<file path="src/hdl/b64e_pkg.sv">
// Shared types, constants and the character map of the Base64 encoder.
`default_nettype none
package b64e_pkg;

	localparam int QDEPTH = 2;
	localparam int QAW = (QDEPTH > 1) ? $clog2(QDEPTH) : 1;
	localparam int QCW = $clog2(QDEPTH + 1);

	localparam logic [7:0] PAD_CHAR = 8'h3D;

	typedef logic [1:0] fill_t;

	// One complete or closed group as handed from front to back.
	typedef struct packed {
		logic [3:0][5:0] sext;
		fill_t           fill;  // bytes held before the closing byte, 0..2
		logic            last;
	} group_t;

	function automatic logic [7:0] b64_char(input logic [5:0] v);
		logic [7:0] w;
		w = {2'b00, v};
		if (v < 6'd26) begin
			return 8'h41 + w;
		end else if (v < 6'd52) begin
			return 8'h47 + w;
		end else if (v < 6'd62) begin
			return w - 8'd4;
		end else if (v == 6'd62) begin
			return 8'h2B;
		end else begin
			return 8'h2F;
		end
	endfunction

endpackage
`default_nettype wire

</file>
<file path="src/hdl/b64e_msg_if.sv">
// Byte channel: one message byte and its last-byte flag per beat.
`default_nettype none
interface b64e_msg_if;
	logic       valid;
	logic       ready;
	logic [7:0] data_byte;
	logic       final_byte;

	modport source(output valid, data_byte, final_byte, input ready);
	modport sink(input valid, data_byte, final_byte, output ready);
endinterface
`default_nettype wire

</file>
<file path="src/hdl/b64e_char_if.sv">
// Character channel: one encoded ASCII character and its last flag per beat.
`default_nettype none
interface b64e_char_if;
	logic       valid;
	logic       ready;
	logic [7:0] char_code;
	logic       final_char;

	modport source(output valid, char_code, final_char, input ready);
	modport sink(input valid, char_code, final_char, output ready);
endinterface
`default_nettype wire

</file>
<file path="src/hdl/base64_stream_encoder.sv">
// Base64 encoder (standard alphabet, '=' padding) over byte and character streams.
// Bytes enter one per cycle while the two-entry group queue has room; the byte
// that completes a group of three, or any byte flagged final, closes the group
// and the back end then emits its four characters, one character per cycle
// while the output is taken, through a registered output. Sustained throughput
// is therefore set by the output: four characters for each three bytes. A closing
// byte is written into the group queue, and its first character then into the
// output register, which drives it on the output. A final byte
// in a group of one or two bytes gives two or three characters and '=' pads;
// the fourth character of a closing group carries final_char when the group
// held the final byte. The group state clears after each final byte.
`default_nettype none
module base64_stream_encoder
	import b64e_pkg::*;
(
	input  wire logic   clk,
	input  wire logic   arst_n,
	b64e_msg_if.sink    msg,
	b64e_char_if.source enc
);

	group_t push_data;
	group_t head_data;
	logic   push;
	logic   pop;
	logic   full;
	logic   empty;

	b64e_front u_front (
		.clk    (clk),
		.arst_n (arst_n),
		.msg    (msg),
		.q_full (full),
		.q_push (push),
		.q_data (push_data)
	);

	b64e_queue u_queue (
		.clk     (clk),
		.arst_n  (arst_n),
		.push    (push),
		.wr_data (push_data),
		.full    (full),
		.pop     (pop),
		.rd_data (head_data),
		.empty   (empty)
	);

	b64e_back u_back (
		.clk     (clk),
		.arst_n  (arst_n),
		.q_data  (head_data),
		.q_empty (empty),
		.q_pop   (pop),
		.enc     (enc)
	);

endmodule
`default_nettype wire

</file>
<file path="src/hdl/b64e_queue.sv">
// Short group queue between the byte front end and the character back end.
`default_nettype none
module b64e_queue
	import b64e_pkg::*;
(
	input  wire logic   clk,
	input  wire logic   arst_n,
	input  wire logic   push,
	input  group_t      wr_data,
	output logic        full,
	input  wire logic   pop,
	output group_t      rd_data,
	output logic        empty
);

	group_t           mem_q [QDEPTH];
	logic [QAW-1:0]   wr_ptr_q;
	logic [QAW-1:0]   rd_ptr_q;
	logic [QCW-1:0]   count_q;

	function automatic logic [QAW-1:0] next_ptr(input logic [QAW-1:0] p);
		return (p == QAW'(QDEPTH - 1)) ? '0 : p + QAW'(1);
	endfunction

	assign full    = (count_q == QCW'(QDEPTH));
	assign empty   = (count_q == '0);
	assign rd_data = mem_q[rd_ptr_q];

	always_ff @(posedge clk) begin
		if (push) begin
			mem_q[wr_ptr_q] <= wr_data;
		end
	end

	always_ff @(posedge clk or negedge arst_n) begin
		if (!arst_n) begin
			wr_ptr_q <= '0;
			rd_ptr_q <= '0;
			count_q  <= '0;
		end else begin
			if (push) begin
				wr_ptr_q <= next_ptr(wr_ptr_q);
			end
			if (pop) begin
				rd_ptr_q <= next_ptr(rd_ptr_q);
			end
			if (push && !pop) begin
				count_q <= count_q + QCW'(1);
			end else if (pop && !push) begin
				count_q <= count_q - QCW'(1);
			end
		end
	end

	a_no_overflow: assert property (@(posedge clk) disable iff (!arst_n)
		push |-> !full || pop)
		else $error("group queue written while full");
	a_no_underflow: assert property (@(posedge clk) disable iff (!arst_n)
		pop |-> !empty)
		else $error("group queue read while empty");
	a_count_bound: assert property (@(posedge clk) disable iff (!arst_n)
		count_q <= QCW'(QDEPTH))
		else $error("group queue count out of range");

endmodule
`default_nettype wire

</file>
<file path="src/hdl/b64e_front.sv">
// Front end: collects bytes into groups and splits closed groups into sextets.
`default_nettype none
module b64e_front
	import b64e_pkg::*;
(
	input  wire logic   clk,
	input  wire logic   arst_n,
	b64e_msg_if.sink    msg,
	input  wire logic   q_full,
	output logic        q_push,
	output group_t      q_data
);

	fill_t       fill_q;
	logic [15:0] pending_q;
	logic        accept;
	logic        closes;
	logic [7:0]  b0, b1, b2;

	assign msg.ready = !q_full;
	assign accept    = msg.valid && msg.ready;
	assign closes    = (fill_q == 2'd2) || msg.final_byte;
	assign q_push    = accept && closes;

	always_comb begin
		b0 = pending_q[15:8];
		b1 = pending_q[7:0];
		b2 = 8'h00;
		case (fill_q)
			2'd0: begin
				b0 = msg.data_byte;
				b1 = 8'h00;
			end
			2'd1: begin
				b1 = msg.data_byte;
			end
			default: begin
				b2 = msg.data_byte;
			end
		endcase
		q_data.sext[0] = b0[7:2];
		q_data.sext[1] = {b0[1:0], b1[7:4]};
		q_data.sext[2] = {b1[3:0], b2[7:6]};
		q_data.sext[3] = b2[5:0];
		q_data.fill    = fill_q;
		q_data.last    = msg.final_byte;
	end

	always_ff @(posedge clk or negedge arst_n) begin
		if (!arst_n) begin
			fill_q    <= '0;
			pending_q <= '0;
		end else if (accept) begin
			if (closes) begin
				fill_q    <= '0;
				pending_q <= '0;
			end else begin
				fill_q <= fill_q + 2'd1;
				if (fill_q == 2'd0) begin
					pending_q <= {msg.data_byte, 8'h00};
				end else begin
					pending_q <= {pending_q[15:8], msg.data_byte};
				end
			end
		end
	end

	a_fill_range: assert property (@(posedge clk) disable iff (!arst_n)
		fill_q != 2'd3)
		else $error("group fill reached three");
	a_final_resets: assert property (@(posedge clk) disable iff (!arst_n)
		accept && msg.final_byte |=> fill_q == 2'd0 && pending_q == '0)
		else $error("group state not cleared after last byte");
	a_third_pushes: assert property (@(posedge clk) disable iff (!arst_n)
		accept && fill_q == 2'd2 |-> q_push)
		else $error("third byte did not close its group");

endmodule
`default_nettype wire

</file>
<file path="src/hdl/b64e_back.sv">
// Back end: emits the four characters of each queued group through an output register.
`default_nettype none
module b64e_back
	import b64e_pkg::*;
(
	input  wire logic   clk,
	input  wire logic   arst_n,
	input  group_t      q_data,
	input  wire logic   q_empty,
	output logic        q_pop,
	b64e_char_if.source enc
);

	logic [1:0] k_q;
	logic       valid_q;
	logic [7:0] char_q;
	logic       last_q;
	logic       load;
	logic [7:0] char_d;

	assign load  = !q_empty && (!valid_q || enc.ready);
	assign q_pop = load && (k_q == 2'd3);

	// char k carries data while k <= fill + 1, '=' after that
	always_comb begin
		if ({1'b0, k_q} <= {1'b0, q_data.fill} + 3'd1) begin
			char_d = b64_char(q_data.sext[k_q]);
		end else begin
			char_d = PAD_CHAR;
		end
	end

	always_ff @(posedge clk or negedge arst_n) begin
		if (!arst_n) begin
			k_q     <= '0;
			valid_q <= 1'b0;
		end else begin
			if (load) begin
				k_q     <= k_q + 2'd1;
				valid_q <= 1'b1;
			end else if (enc.ready) begin
				valid_q <= 1'b0;
			end
		end
	end

	always_ff @(posedge clk) begin
		if (load) begin
			char_q <= char_d;
			last_q <= q_data.last && (k_q == 2'd3);
		end
	end

	assign enc.valid      = valid_q;
	assign enc.char_code  = char_q;
	assign enc.final_char = last_q;

	a_pop_on_fourth: assert property (@(posedge clk) disable iff (!arst_n)
		q_pop |=> k_q == 2'd0)
		else $error("character index not wrapped after group");
	a_hold_idx: assert property (@(posedge clk) disable iff (!arst_n)
		!load |=> k_q == $past(k_q))
		else $error("character index moved without a load");
	a_last_is_fourth: assert property (@(posedge clk) disable iff (!arst_n)
		load && q_data.last && k_q == 2'd3 |=> valid_q && last_q)
		else $error("last character not flagged");

endmodule
`default_nettype wire
</file>
<file path="src/flat_wrapper.sv">
// flat-port wrapper written by rule: the top's interface ports become plain ports
module base64_stream_encoder_flat import b64e_pkg::*;
  (clk, arst_n, msg_valid, msg_data_byte, msg_final_byte, msg_ready, enc_valid, enc_char_code, enc_final_char, enc_ready);
  b64e_msg_if msg_i ();
  b64e_char_if enc_i ();
  input  wire logic clk;
  input  wire logic arst_n;
  input wire logic [$bits(msg_i.valid)-1:0] msg_valid;
  input wire logic [$bits(msg_i.data_byte)-1:0] msg_data_byte;
  input wire logic [$bits(msg_i.final_byte)-1:0] msg_final_byte;
  output wire logic [$bits(msg_i.ready)-1:0] msg_ready;
  output wire logic [$bits(enc_i.valid)-1:0] enc_valid;
  output wire logic [$bits(enc_i.char_code)-1:0] enc_char_code;
  output wire logic [$bits(enc_i.final_char)-1:0] enc_final_char;
  input wire logic [$bits(enc_i.ready)-1:0] enc_ready;
  assign msg_i.valid = msg_valid;
  assign msg_i.data_byte = msg_data_byte;
  assign msg_i.final_byte = msg_final_byte;
  assign msg_ready = msg_i.ready;
  assign enc_valid = enc_i.valid;
  assign enc_char_code = enc_i.char_code;
  assign enc_final_char = enc_i.final_char;
  assign enc_i.ready = enc_ready;
  base64_stream_encoder u_core (.clk(clk), .arst_n(arst_n), .msg(msg_i), .enc(enc_i));
endmodule
</file>
<file path="config.mk">
export PLATFORM = sky130hd
export DESIGN_NAME = base64_stream_encoder_flat
export DESIGN_NICKNAME = d
export VERILOG_FILES = /design/src/hdl/b64e_pkg.sv /design/src/hdl/b64e_msg_if.sv /design/src/hdl/b64e_char_if.sv /design/src/hdl/base64_stream_encoder.sv /design/src/hdl/b64e_queue.sv /design/src/hdl/b64e_front.sv /design/src/hdl/b64e_back.sv /design/src/flat_wrapper.sv
export SDC_FILE = /design/constraint.sdc
export NUM_CORES = 1
export LEC_CHECK = 0
export BUFFER_PORTS_ARGS = -buffer_cell sky130_fd_sc_hd__buf_2
export CAP_MARGIN = 5
export CORE_AREA = 3 3 72 101
export DETAILED_ROUTE_END_ITERATION = 6
export DIE_AREA = 0 0 75 104
export PLACE_DENSITY = 0.92
export SYNTH_ARGS = -nofsm -noshare
export SYNTH_HDL_FRONTEND = slang
export SYNTH_SLANG_ARGS = --single-unit
</file>
<file path="constraint.sdc">
create_clock -name clk -period 6 [get_ports clk]
set_input_delay 0.6 -clock clk [delete_from_list [all_inputs] [get_ports clk]]
set_output_delay 0.6 -clock clk [all_outputs]
set_load 0.02 [all_outputs]
</file>
# Yosys cells after proc, flatten, opt, wreduce, memory -nomap -nowiden
# Memories as Yosys holds them, arrays and structs flattened.
# Index checks and enable logic that the tools add are counted.
# word_totals
register_bits	34
ram_bits	54
inputBits	13
output_inout_bits	11
wordCells	72
mem_count	1
# mem_list
name	depth	width	read_ports	rd_ports_with_merged_regs	write_ports	line_no	source
u_core.u_queue.mem_q	2	27	1	0	1	b64e_queue.sv:16	group_t mem_q [QDEPTH];
# op_classes
n_addsub	10
magnitude_cmp	5
n_eq_ne	5
n_mux	20
reduce_logical	21
# op_table
operator	count
8-bit two-way mux	5
16-bit two-way mux	2
7-bit by 6-bit adder with 8-bit output, first input constant	2
8-bit one-hot mux with 2 select lines	1
6-bit binary-select mux with 2-bit select	1
6-bit < comparator, second input constant	2
1-bit logical AND	7
6-bit by 3-bit subtractor with 7-bit output, second input constant	1
2-bit by 1-bit adder with 2-bit output, second input constant	3
2-bit equality test, second input constant	3
6-bit equality test, second input constant	1
6-bit by 5-bit < comparator with 1-bit output, second input constant	1
1-bit two-way mux	6
2-bit two-way mux	3
6-bit two-way mux	1
2-bit nonzero test	3
1-bit logical NOT	5
2-bit logical NOT	2
2-bit by 1-bit adder with 3-bit output, second input constant	1
2-bit by 3-bit <= comparator with 1-bit output	1
2-bit by 3-bit < comparator with 1-bit output, second input constant	1
3-bit two-way mux	1
1-bit adder, second input constant	2
2-bit by 1-bit equality test with 1-bit output, second input constant	1
other kinds (4)	5

# Depth between registers and ports, before layout
# logic_depth
ltp_word	8
ltp_mapped	13
ltp_nobuf	11

# Hierarchy
# Synthesis repeated with hierarchy kept, for this count alone.
# hier_totals
hier_cells	307
area_unflattened_um2	4359.2
# modules_own_cells
mod	n_inst	cells_each	area_each_um2	seq_area_each_um2
b64e_queue	1	100	2234.6	1721.7
b64e_back	1	106	1108.6	345.3
b64e_front	1	101	1016.0	450.4

# Worst setup path before layout
# OpenSTA, ideal clock, no wires.
# synth_timing
path_type	reg2reg
startpoint	register u_core.u_queue.count_q[0]
endpoint	memory u_core.u_queue.mem_q[0][0] (netlist name), enable pin
setup_time_ns	0.445
t_arrival_ns	2.882
required_time_ns	5.555
setup_slack_ns	2.673
path_stages_with_launch	5
n_path_buf	1
period_less_slack_ns	3.327
path_cell_list	dfrtp_1 -> nand2b_1 -> nand2_1 -> clkbuf_1 -> nor3_1
# synth_via
elab_chain_cells	6
# synth_lines
element	line_no	source
start: declaration	b64e_queue.sv:19	logic [QCW-1:0] count_q;
start signal: assignment	b64e_queue.sv:48	count_q <= count_q + QCW'(1);
start signal: assignment	b64e_queue.sv:50	count_q <= count_q - QCW'(1);
2-bit equality test	b64e_queue.sv:25	assign full = (count_q == QCW'(QDEPTH));
1-bit logical NOT	b64e_front.sv:20	assign msg.ready = !q_full;
named net msg_ready	flat_wrapper.sv:11	output wire logic [$bits(msg_i.ready)-1:0] msg_ready;
1-bit logical AND	b64e_front.sv:21	assign accept = msg.valid && msg.ready;
1-bit logical AND	b64e_front.sv:23	assign q_push = accept && closes;
1-bit two-way mux	b64e_queue.sv:30	if (push) begin
1-bit two-way mux (not written as such)	b64e_queue.sv:31	mem_q[wr_ptr_q] <= wr_data;
end: declaration	b64e_queue.sv:16	
# The timed path passes the listed nets, and every way through them passes these cells.

# Worst setup path in the final report
# layout_timing
startpoint	register u_core.u_back.k_q[0]
endpoint	register u_core.u_back.char_q[2], in the netlist u_core.u_back.enc.char_code[2], data pin
# layout_via
elab_chain_cells	7
# layout_lines
element	line_no	source
start: declaration	b64e_back.sv:14	logic [1:0] k_q;
start signal: assignment	b64e_back.sv:39	k_q <= k_q + 2'd1;
parallel branches: the longest is 7 deep, another holds 6-bit by 3-bit subtractor with 7-bit output	n/a	
end signal: assignment	b64e_back.sv:49	char_q <= char_d;
end: declaration	b64e_back.sv:16	logic [7:0] char_q;
# Parallel ways; which one is timed is not known. The select of a mux whose other input is x is not followed.
# A chain may end at the register's enable or synchronous reset.

==> impl_metrics.env <==
export IMPL_worst_pin_slew_ns=1.20
export IMPL_holdBufCountCts=0
export IMPL_critPathKind="flip-flop to flip-flop"
export IMPL_die_w_um=75
export IMPL_syn_cell_area_mm2=0.00410
export IMPL_antenna_left=0
export IMPL_synth_compound_area_share_pct=10.7
export IMPL_place_congestion=0.850
export IMPL_yosys_top_cells_count="edfxtp_1 (63), dfrtp_1 (25), a22o_1 (24)"
export IMPL_htreeDepth=3
export IMPL_io_buffer_count=23
export IMPL_syn_area_per_cell_um2=15.4
export IMPL_via_per_inst=6.28
export IMPL_yosys_area_top_type_share_pct=46.1
export IMPL_syn_to_final_growth_pct=9.09
export IMPL_cp_arrival_ns=3.37
export IMPL_post_cts_buffers=0
export IMPL_synth_ff_type="edfxtp_1"
export IMPL_ys_ff_latch=88
export IMPL_post_synth_top_count_cell="edfxtp_1"
export IMPL_tns_ns=0
export IMPL_via_count=2335
export IMPL_rows=35
export IMPL_finalCritPeriodShare_pct=52.6
export IMPL_fin_skew_ns=0.0127
export IMPL_synth_xor_area_share_pct=1.28
export IMPL_routed_wl_um=7270
export IMPL_setup_viol=0
export IMPL_regArea_mm2=0.00252
export IMPL_synthSimpleGateAreaFrac_pct=6.01
export IMPL_hpwl_um=5280
export IMPL_synth_edf_count=63
export IMPL_grt_pass1_vias=2461
export IMPL_maxSlewHeadroom_pct=20.0
export IMPL_synthArstFlopShare_pct=28.4
export IMPL_cts_tree="yes"
export IMPL_yosysTopAreaCell="edfxtp_1"
export IMPL_grt_usage_pct=21.6
export IMPL_drive_above_1_share_pct=26.5
export IMPL_seq_area_frac_synth_pct=61.4
export IMPL_drv_slew=0
export IMPL_initial_core_util_pct=62.9
export IMPL_wire_per_inst_um=19.5
export IMPL_num_io_pins=24
export IMPL_die_h_um=104
export IMPL_cp_max_fo=13
export IMPL_finalCriticalPeriod_ns=3.16
export IMPL_synthMuxAreaShare_pct=14.1
export IMPL_status="finished clean"
export IMPL_synthAdderAreaFrac_pct=3.96
export IMPL_synth_cell_types=45
export IMPL_start_kind="flip-flop"
export IMPL_worstPathRequired_ns=6.21
export IMPL_power_density_mw_per_mm2=622
export IMPL_grt_max_degree=28
export IMPL_cp_end_kind="flip-flop"
export IMPL_die_area_mm2=0.00780
export IMPL_ys_warn_count=0
export IMPL_regToRegStartpoint="u_core.u_back.k_q[0]"
export IMPL_p_total_uw=2780
export IMPL_firstDrtPassIters=6
export IMPL_max_freq_ghz=0.317
export IMPL_cts_root_buf="clkbuf_8"
export IMPL_drc=0
export IMPL_fillCellCount=413
export IMPL_synth_top_family_by_area="multiplexers"
export IMPL_tritoncts_num_buffers=9
export IMPL_worstSetupStartpoint="u_core.u_back.k_q[0]"
export IMPL_grt_pass1_wl_um=12400
export IMPL_clock_sinks=88
export IMPL_ir_drop_mv=0.292
export IMPL_multi_input_comb_area_mm2=0.00148
export IMPL_syn_num_nets=292
export IMPL_hold_path_class="primary input to async pin"
export IMPL_clkLatencyLatePin_ns=0.36
export IMPL_synthCells=266
export IMPL_initialDrtViolationCount=109
export IMPL_gr_total_overflow=0
export IMPL_core_mm2=0.00653
export IMPL_p_leak_uw=0.00174
export IMPL_ctsResizeCount=0
export IMPL_finalHoldViolations=0
export IMPL_rsz0062_at_grt="false"
export IMPL_max_cap_viol_count=0
export IMPL_clk_pin_slew_ns=0.09
export IMPL_grt_antenna_before_repair=0
export IMPL_nets=319
export IMPL_cts_buffer_depth=2
export IMPL_synthTopCellsByArea="edfxtp_1 (46%), dfrtp_1 (15%), a22o_1 (5.1%), mux4_2 (4.9%), mux2_2 (4.1%)"
export IMPL_n_antenna_cell=0
## layout make-up
class	count	share of cell area, %
clock buffer	11	3.63
clock inverter	5	0.839
multi-input combinational	156	33.1
timing repair buffer	26	3.08
inverter	12	1.01
tap	74	2.07
sequential	88	56.2
## registers in the layout, summed over array words and instances, names as in the netlist
| signal | flops |
|---|---|
| u_core.u_queue.count_q | 2 |
| u_core.u_queue.mem_q | 54 |
| u_core.u_queue.wr_ptr_q | 1 |
| u_core.u_back.enc.valid | 1 |
| u_core.u_front.pending_q | 16 |
| u_core.u_queue.rd_ptr_q | 1 |
| u_core.u_back.enc.final_char | 1 |
| u_core.u_back.enc.char_code | 8 |
| u_core.u_back.k_q | 2 |
| u_core.u_front.fill_q | 2 |
## final timing paths
check / end / slack [ns] / depth (start not counted)
max: u_core.u_back.enc.char_code[2] / 2.84 / 8
min: u_core.u_queue.wr_ptr_q / 0.22 / 1
max reg2reg: u_core.u_back.enc.char_code[2] / 2.84 / 8
min reg2reg: u_core.u_front.pending_q[12] / 0.51 / 1
max in group asynchronous: u_core.u_front.pending_q[5] / 5.40 / 1
min in group clk: u_core.u_back.enc.valid / 0.42 / 2
## through the flow
step                utilization [%]  instance area (um2)  instances  setup slack, ns  hold slack [ns]
floorplan                         -                 4100        266             2.67            0.304
finish                         68.6                 4480        372             2.84            0.215
global route                   68.6                 4480        372             2.55            0.235
global placement               65.5                 4280        356             2.91            0.479
detailed placement             65.5                 4280        356             2.86            0.478
CTS                            68.6                 4480        372             2.83            0.227
## kinds of logic (layout without fill, tap and decap cells)
logic type,after synthesis,after routing
DFF,88,88
AOI/OAI and AO/OA,56,56
and+or+nand+nor,44,44
muxes,37,37
buffers and inverters,22,54
adders and majority gates,13,13
xor gates and xnor gates,6,6
## metal layers
metal  track usage, %  share of wire, %  up-vias  wire, um
met3             4.06               3.9       21       284
met5                0                 0        -         0
met1             26.7                39     1157      2850
li1                 -                 -     1081         -
met2             35.2                54       76      3930
met4             11.1               2.7        0       199
## worst max-delay path, stage by stage, from the launching register on
cell	delay, ns
dfrtp_1	0.81
mux4_2	0.58
mux2_2	0.33
inv_1	0.15
ha_1	0.26
nor3_4	0.10
mux2_1	0.35
mux2_4	0.27
o221ai_2	0.15
## placed cells by master, fill, tap and decap left out, drive strengths merged, types with 3 or more instances in the layout
cell type  instances
nand3              5
nand2              8
inv               13
and2              10
mux2i              6
o21ai              8
buf               26
nor2              10
mux4              11
xnor2              3
dfrtp             25
mux2              20
a22o              24
clkbuf            11
xor2               3
ha                13
a21oi             10
edfxtp            63
nor3               6
## power by group
group          switching [uW]  internal [uW]
sequential                131            918
clock                     207            188
combinational             756            582
(Power assumes the default switching activity.)
